### src/hw/rtl/tqe_pkg.sv
// Shared types and codes for the team queue engine.
`timescale 1ns / 1ps

package tqe_pkg;

    // Channel field widths
    localparam int KIND_W = 2;
    localparam int ELEM_W = 10;
    localparam int TEAM_W = 4;
    localparam int DEQ_W  = 10;
    localparam int STAT_W = 2;

    // Item kinds
    localparam logic [KIND_W-1:0] KIND_ASSIGN  = 2'd0;
    localparam logic [KIND_W-1:0] KIND_ENQUEUE = 2'd1;
    localparam logic [KIND_W-1:0] KIND_DEQUEUE = 2'd2;

    // Result status codes
    localparam logic [STAT_W-1:0] ST_OK    = 2'd0;
    localparam logic [STAT_W-1:0] ST_EMPTY = 2'd1;
    localparam logic [STAT_W-1:0] ST_FULL  = 2'd2;

    // Controller to datapath commands
    typedef struct packed {
        logic clearing;
        logic accept;
        logic enq_step;
        logic deq_step;
        logic data_step;
        logic result_load;
    } tqe_cmd_t;

    // Datapath to controller status
    typedef struct packed {
        logic clear_done;
        logic is_enq;
        logic deq_go;
        logic need_data;
    } tqe_stat_t;

endpackage

### src/hw/rtl/tqe_ctrl.sv
// Sequencer for the team queue engine: clearing pass, item steps, handshakes.
`timescale 1ns / 1ps

module tqe_ctrl
(
    input  logic                clk,
    input  logic                rst_n,
    input  logic                in_valid,
    output logic                in_ready,
    output logic                out_valid,
    input  logic                out_ready,
    input  tqe_pkg::tqe_stat_t  stat,
    output tqe_pkg::tqe_cmd_t   cmd
);

    localparam logic [2:0] S_CLEAR    = 3'd0;
    localparam logic [2:0] S_IDLE     = 3'd1;
    localparam logic [2:0] S_ENQ      = 3'd2;
    localparam logic [2:0] S_DEQ_RING = 3'd3;
    localparam logic [2:0] S_DEQ_DATA = 3'd4;

    logic [2:0] state_reg;
    logic [2:0] state_next;
    logic       out_valid_reg;
    logic       out_valid_next;
    logic       accept;

    // Take an item only when the result register is free or draining
    assign in_ready  = (state_reg == S_IDLE) && (!out_valid_reg || out_ready);
    assign accept    = in_valid && in_ready;
    assign out_valid = out_valid_reg;

    // Step strobes
    always_comb
    begin
        cmd.clearing    = (state_reg == S_CLEAR);
        cmd.accept      = accept;
        cmd.enq_step    = (state_reg == S_ENQ);
        cmd.deq_step    = (state_reg == S_DEQ_RING);
        cmd.data_step   = (state_reg == S_DEQ_DATA);
        cmd.result_load = (accept && !stat.is_enq && !stat.deq_go)
                        || (state_reg == S_ENQ)
                        || ((state_reg == S_DEQ_RING) && !stat.need_data)
                        || (state_reg == S_DEQ_DATA);
    end

    // Next state
    always_comb
    begin
        state_next = state_reg;
        unique case (state_reg)
            S_CLEAR:
            begin
                if (stat.clear_done)
                begin
                    state_next = S_IDLE;
                end
            end
            S_IDLE:
            begin
                if (accept && stat.is_enq)
                begin
                    state_next = S_ENQ;
                end
                else if (accept && stat.deq_go)
                begin
                    state_next = S_DEQ_RING;
                end
            end
            S_ENQ:
            begin
                state_next = S_IDLE;
            end
            S_DEQ_RING:
            begin
                state_next = stat.need_data ? S_DEQ_DATA : S_IDLE;
            end
            S_DEQ_DATA:
            begin
                state_next = S_IDLE;
            end
            default:
            begin
                state_next = S_CLEAR;
            end
        endcase
    end

    // Result register occupancy
    always_comb
    begin
        out_valid_next = out_valid_reg;
        if (out_valid_reg && out_ready)
        begin
            out_valid_next = 1'b0;
        end
        if (cmd.result_load)
        begin
            out_valid_next = 1'b1;
        end
    end

    always_ff @(posedge clk or negedge rst_n)
    begin
        if (!rst_n)
        begin
            state_reg     <= S_CLEAR;
            out_valid_reg <= 1'b0;
        end
        else
        begin
            state_reg     <= state_next;
            out_valid_reg <= out_valid_next;
        end
    end

endmodule

### config.mk
export PLATFORM = sky130hd
export DESIGN_NAME = tqe_ctrl
export DESIGN_NICKNAME = d
export VERILOG_FILES = /design/src/hw/rtl/tqe_pkg.sv /design/src/hw/rtl/tqe_ctrl.sv
export SDC_FILE = /design/constraint.sdc
export NUM_CORES = 1
export LEC_CHECK = 0
export ABC_CLOCK_PERIOD_IN_PS = 1800
export CAP_MARGIN = 20
export CORE_AREA = 2 2 39 41
export DETAILED_ROUTE_END_ITERATION = 7
export DIE_AREA = 0 0 41 43
export DONT_BUFFER_PORTS = 1
export PLACE_DENSITY_LB_ADDON = 0.05
export SYNTH_ARGS = -nofsm -noshare
export SYNTH_HDL_FRONTEND = slang
export SYNTH_SLANG_ARGS = --single-unit
### constraint.sdc
create_clock -name clk -period 1.8 [get_ports clk]
set_input_delay 0.27 -clock clk [delete_from_list [all_inputs] [get_ports clk]]
set_output_delay 0.27 -clock clk [all_outputs]
set_load 0.02 [all_outputs]
Word-level counts from Yosys, hierarchy flattened

Index checks and enable logic that the tools add are counted.

Reduce and logical (&&, ||, !) cells: 20
Mux-type cells: 7
Eq/ne operators: 6

Operators by type and width:

| kind                                                                     | count |
|---|---|
| 3-bit two-way mux                                                        | 4 |
| 3-bit one-hot mux with 4 select lines                                    | 1 |
| 1-bit logical AND                                                        | 8 |
| 3-bit by 2-bit equality test with 1-bit output (second input constant)   | 2 |
| 1-bit zero test                                                          | 4 |
| 1-bit logical OR                                                         | 4 |
| 3-bit by 1-bit equality test with 1-bit output (second input constant)   | 1 |
| 3-bit equality test (second input constant)                              | 1 |
| 3-bit zero test                                                          | 1 |
| 3-bit by 1-bit inequality test with 1-bit output (second input constant) | 1 |
| 1-bit two-way mux                                                        | 2 |
| 2-bit inequality test (second input constant)                            | 1 |
| 2-bit AND reduction                                                      | 1 |
| 2-bit nonzero test                                                       | 1 |
| 2-bit OR reduction                                                       | 1 |

Flip-flop bits (word level): 4
Input port bits: 8
Word-level logic and storage cells: 35

Depth between registers and ports, before layout

Gate-level depths: netlist (run 1).

Word-level depth: 10
Gate-level depth with buffers: 4
Mapped depth without buffers: 3

Worst setup path after synthesis (run 1)

OpenSTA, ideal clock, no wires.

Path type: reg2reg
Start: reg state_reg[1]
End: reg state_reg[0]
Slack: 0.338 ns
Data required time: 1.678 ns
Period minus slack after synthesis: 1.462 ns
Stages on the path, launching flop included: 4
Arrival time: 1.340 ns
Cell sequence: dfrtp_1 -> nor3_1 -> nand2b_1 -> a32o_1

RTL lines:

| element                | line            | text |
|---|---|---|
| start, declared        | tqe_ctrl.sv:22  | `logic [2:0] state_reg;` |
| start signal, assigned | tqe_ctrl.sv:112 | `state_reg <= state_next;` |

==> results of run 1 <==
==> how the worst max path moves through the flow <==
stage | startpoint | endpoint | cells past startpoint
final | state_reg[1] | cmd[0] | 3
after detailed placement | state_reg[1] | cmd[0] | 3
after global placement | state_reg[1] | cmd[0] | 3
after global routing | state_reg[0] | cmd[0] | 3
after floorplan | state_reg[1] | state_reg[0] | 3
after CTS | state_reg[1] | cmd[0] | 3
==> per-layer routing <==
| metal | up-vias | share of wire | wire length (um) | global-route usage |
|---|---|---|---|---|
| met5 | - | 0 | 0 | 0 |
| met3 | 0 | 0.067 | 41 | 0.01571 |
| met1 | 107 | 0.42 | 256 | 0.1104 |
| met2 | 6 | 0.52 | 318 | 0.1219 |
| li1 | 117 | - | - | - |
| met4 | 0 | 0 | 0 | 0.08000 |
==> cells in the final DEF, fill, tap and decap left out, drive strengths merged <==
master       netlist  layout
dfrtp              4       4
nand2b             3       3
clkbuf             0       3
nor2               2       2
buf                2       2
nor3b              2       2
a21o               2       2
and2               2       2
and3b              1       1
nor3               1       1
or2b               1       1
nand4              1       1
o211ai             1       1
and3               1       1
nand4b             1       1
inv                1       1
nand2              1       1
nor2b              1       1
o21ai              1       1
a32o               1       1
o2111ai            1       1
dlygate4sd3        0       1
==> cell families (layout without fill, tap and decap cells) <==
kind of cell / count (synthesis) / after routing / share of synthesized area
AO/OA/AOI/OAI: 6 / 6 / 0.1631
flip-flops: 4 / 4 / 0.3434
buffers and inverters: 3 / 7 / 0.06435
AND/OR/NAND/NOR: 17 / 17 / 0.4293
==> synthesized netlist by cell type <==
cell type,n
a21o_1,1
a21o_2,1
a32o_1,1
and2_1,1
and2_2,1
and3_2,1
and3b_2,1
buf_4,2
dfrtp_1,4
inv_1,1
nand2_1,1
nand2b_1,3
nand4_1,1
nand4b_1,1
nor2_1,2
nor2b_1,1
nor3_1,1
nor3b_1,1
nor3b_4,1
o2111ai_1,1
o211ai_1,1
o21ai_0,1
or2b_4,1
==> power groups by stage <==
stage | registers, mW | logic, mW | clock network, mW
5_1_grt | 0.187 | 0.271 | 0.123
3_5_place_dp | 0.181 | 0.247 | 0
4_1_cts | 0.179 | 0.250 | 0.113
6_report | 0.179 | 0.245 | 0.106
2_1_floorplan | 0.169 | 0.229 | 0
3_3_place_gp | 0.181 | 0.246 | 0
==> cell type report <==
class / instances / area [sq um]
multi-input combinational: 23 / 172.7
timing repair buffer: 3 / 25.02
tap: 16 / 20.02
clock buffer: 3 / 22.52
sequential: 4 / 100.1
fill: 161 / 1040
inverter: 1 / 3.754
==> run_results.csv, run 1 <==
group,metric,value,unit
sta,hold-worst-slack,186.2,ps
clock_tree,root_buffer,"clkbuf_4",
yosys,yosysSeqAreaShare,0.3433,
worst_setup_path,path_buf_inv,0,
cells_and_area,final_cell_area,344.1,sq um
sta,report.final.hold_viol_count,0,
worst_setup_path,path_delay_family,"flip-flops",
sta,skew,2.563,ps
worst_setup_path,r2r_cells,3,
yosys,ys_types,23,
clock_tree,cts_resized,0,
cells_and_area,area_growth,18.03,%
worst_setup_path,critPathArrivalTime,1380,ps
yosys,avgSynthCellArea,9.718,sq um
yosys,ys_ff_latch,4,
worst_setup_path,cpMaxStageDelayCell,"dfrtp_1",
yosys,synthTopCellsByArea,"dfrtp_1, nand2b_1, nor3b_4",
cells_and_area,largest_reg_flops,3,
sta,finalMaxSlewViolations,0,
worst_setup_path,critPathLaunchType,"flip-flop",
route,first_pass_iters,1,
floorplanning,die_h,43,um
worst_setup_path,crit_chain,"nor3b_4 > nand4_1 > o211ai_1",
clock_tree,cts_hold_buf,1,
yosys,synth_area,291.5,sq um
route,drt_wl_total,616,um
route,antenna_left,0,
worst_setup_path,slowest_delay,460,ps
worst_setup_path,reg2reg_slack,530,ps
job,cap_viol_max_count,0,
pwr,pwr-share-clk,0.200,
grt,grt_pass1_wl,1028,um
pwr,ir_drop,501.0,uV
sta,worst_pin_slew,470.1,ps
route,drt_iter0_drc,0,
grt,antenna_found_initial,0,
worst_setup_path,worstPathMaxFanout,8,
worst_setup_path,critical_path_class,"reg2out",
pwr,combinationalPowerShare,0.463,
cells_and_area,drive_gt1_frac,0.3235,
grt,grt_max_degree,9,
place,place_ws,383.8,ps
floorplanning,pin_count,16,
clock_tree,cts_setup_buffers,0,
floorplanning,core,1384,sq um
clock_tree,clock_path_buffers,2,
grt,grt.overflow.total,0,
worst_setup_path,r2r-end,"state_reg[0]",
worst_setup_path,cp-end-kind,"primary output",
clock_tree,cts_made_buffers,3,
floorplanning,initial_utilization,0.2107,
sta,fin_ws,152.7,ps
cells_and_area,antenna_cells,0,
clock_tree,tritoncts,"yes",
place,place_congestion,0.5474,
sta,timing.final.crit_share,0.9151,
pwr,netSwitchingFraction,0.4280,
place,dp.cells,46,
route,drcViolationCount,0,
place,io_buffers,0,
hold_path,min_path_type,"in2reg",
clock_tree,insertion_delay,230,ps
sta,period_minus_slack,1647,ps
outcome,status,"complete, no violations",
grt,grt_pass1_vias,234,
clock_tree,clkTransAtPathRegs,40,ps
yosys,netlist_instances,30,
cells_and_area,utilization,0.2486,
clock_tree,h-tree-depth,1,
worst_setup_path,reg2reg_from,"state_reg[1]",
sta,rsz0062_at_grt,"no",
pwr,power.total,530.2,uW
yosys,synth_top_area_cell,"dfrtp_1",
pwr,p_leak,0.1464,nW
place,dpl_cell_area,311.5,sq um
clock_tree,cts_num_sinks,4,
worst_setup_path,crit_required,1530,ps
pwr,p_per_area,1541,nW/um^2
route,avgViaCountPerCell,4.600,
route,wl_per_cell,12.32,um
pwr,power_frac_seq,0.337,
pwr,power_switching,226.9,uW
floorplanning,rows,14,
cells_and_area,final_cells,50,
sta,setup_tns,0,ps
hold_path,whs_endpoint,"state_reg[2]",
grt,grt.total_usage,0.08862,
sta,fmax,607.1,MHz
sta,finalSetupViolCount,0,
route,vias,230,
floorplanning,dieArea,1763,sq um
hold_path,hold_depth,1,
yosys,ys.warnings.count,0,
yosys,synth_top_area_frac,0.3433,
cells_and_area,final_nets,44,
pwr,p_int,303.2,uW
yosys,syn-num-nets,38,
sta,relSlewSlack,0.6852,
floorplanning,die_w,41,um
hold_path,hp-start,"stat[0]",
Power figures use the tool's default switching activity.
==> run 2: changes to the inputs <==
ABC_CLOCK_PERIOD_IN_PS = 2100   (was 1800)
CTS_BUF_LIST = sky130_fd_sc_hd__clkbuf_4 sky130_fd_sc_hd__clkbuf_8   (was default)
REMOVE_ABC_BUFFERS = 1   (was default)
clock period = 2.1 ns   (was 1.8 ns; I/O delays follow)
==> run 2 against run 1 <==
  * Design area unchanged
  * Global-route usage decreased by 0.092 points
  * Combinational power decreased by 15%
  * Critical path depth stayed put
  * Non-clock buffer count did not move
  * Sequential power decreased by 15%
  * Utilization unchanged
  * Flip-flop and latch count unchanged
  * Wire length decreased by 1.1%
  * Die area stayed put
  * Register-to-register slack gained 300 ps
  * Largest cell class unchanged
  * Critical endpoint unchanged
==> run_results.csv, run 2 (synthesized netlist as in run 1, its figures left out) <==
group,metric,value,unit
sta,finalMaxSlewViolations,0,
route,avgViaCountPerCell,4.580,
job,cap_viol_max_count,0,
cells_and_area,num-fill-cells,154,
clock_tree,cts_made_buffers,3,
hold_path,hp-start,"stat[0]",
pwr,p_leak,0.1464,nW
place,dp_hpwl,493.6,um
grt,grt_pass1_vias,215,
grt,grt_max_degree,9,
clock_tree,tritoncts,"yes",
worst_setup_path,reg2reg_from,"state_reg[1]",
cells_and_area,antenna_cells,0,
clock_tree,cts_num_sinks,4,
worst_setup_path,critPathArrivalTime,1380,ps
sta,skew,7.189,ps
clock_tree,h-tree-depth,1,
floorplanning,die_h,43,um
sta,finalSetupViolCount,0,
floorplanning,dieArea,1763,sq um
worst_setup_path,critPathLaunchType,"flip-flop",
sta,report.final.hold_viol_count,0,
place,dpl_cell_area,311.5,sq um
route,antenna_left,0,
hold_path,whs_endpoint,"state_reg[2]",
cells_and_area,largest_reg_flops,3,
route,drcViolationCount,0,
cells_and_area,final_nets,44,
grt,grt.overflow.total,0,
clock_tree,cts_setup_buffers,0,
pwr,ir_drop,394.4,uV
clock_tree,insertion_delay,240,ps
outcome,status,"complete, no violations",
worst_setup_path,r2r_cells,3,
worst_setup_path,r2r-end,"state_reg[0]",
worst_setup_path,cp-end-kind,"primary output",
sta,fmax,589.5,MHz
pwr,power.total,456.6,uW
grt,use_met2,0.1094,
place,place_ws,638.2,ps
grt,grtUsageMet1,0.09121,
cells_and_area,drive_gt1_frac,0.3235,
route,drt_iter0_drc,5,
floorplanning,pin_count,16,
sta,hold-worst-slack,224.1,ps
clock_tree,root_buffer,"clkbuf_4",
cells_and_area,final_common_cell,"dfrtp_1",
sta,period_minus_slack,1696,ps
cells_and_area,final_cell_area,344.1,sq um
floorplanning,initial_utilization,0.2107,
grt,antenna_found_initial,0,
place,io_buffers,0,
grt,top_usage_layer,"met2",
route,vias,229,
hold_path,min_path_type,"in2reg",
place,place_congestion,0.6050,
worst_setup_path,critical_path_class,"reg2out",
clock_tree,cts_resized,0,
cells_and_area,mostFrequentLayoutCells,"dfrtp_1, nand2b_1, clkbuf_4",
route,drt_wl_total,609,um
worst_setup_path,reg2reg_slack,830,ps
sta,worst_pin_slew,480.4,ps
route,wl_per_cell,12.18,um
clock_tree,clock_path_buffers,2,
grt,grt.total_usage,0.08770,
floorplanning,core,1384,sq um
floorplanning,die_w,41,um
floorplanning,rows,14,
grt,grt_pass1_wl,924,um
route,first_pass_iters,2,
clock_tree,clkTransAtPathRegs,30,ps
sta,fin_ws,403.6,ps
clock_tree,cts_hold_buf,1,
worst_setup_path,crit_required,1780,ps
sta,setup_tns,0,ps
sta,rsz0062_at_grt,"no",
sta,relSlewSlack,0.6783,
cells_and_area,area_growth,18.03,%
grt,met3_usage,0.09424,
pwr,p_per_area,1327,nW/um^2
hold_path,hold_depth,1,
sta,timing.final.crit_share,0.8078,
worst_setup_path,startpoint,"state_reg[1]",
worst_setup_path,worstPathMaxFanout,8,
==> run 2: final cells by class <==
cell class / instances / area [sq um] / area share
multi-input combinational: 23 / 172.7 / 0.5018
sequential: 4 / 100.1 / 0.2909
timing repair buffer: 3 / 25.02 / 0.07273
clock buffer: 3 / 22.52 / 0.06545
tap: 16 / 20.02 / 0.05818
inverter: 1 / 3.754 / 0.01091
==> run 2: worst max-delay path: stages, from the launching register on <==
cell	delay (ps)
dfrtp_1	460
nor3b_4	290
nand4_1	150
o211ai_1	250
==> run 2: worst max path at each step <==
stage                        end  cells after the start
floorplan           state_reg[0]                      3
global route              cmd[0]                      3
finish                    cmd[0]                      3
global placement          cmd[0]                      3
detailed placement        cmd[0]                      3
CTS                       cmd[0]                      3
==> run 2: through the flow <==
step | util | std cells
after floorplan | - | 28
after global placement | 0.2251 | 46
after detailed placement | 0.2251 | 46
after CTS | 0.2486 | 50
after global routing | 0.2486 | 50
final | 0.2486 | 50
==> run 2: power breakdown <==
part | internal, mW | switching, mW
combinational | 0.0940 | 0.114
clock | 0.0640 | 0.0324
sequential | 0.102 | 0.0497
==> run 2: routing by layer <==
layer / vias to the layer above / wire length [um]
met5: - / 0
met3: 0 / 65
met1: 103 / 265
met4: 0 / 0
met2: 9 / 278
li1: 117 / -
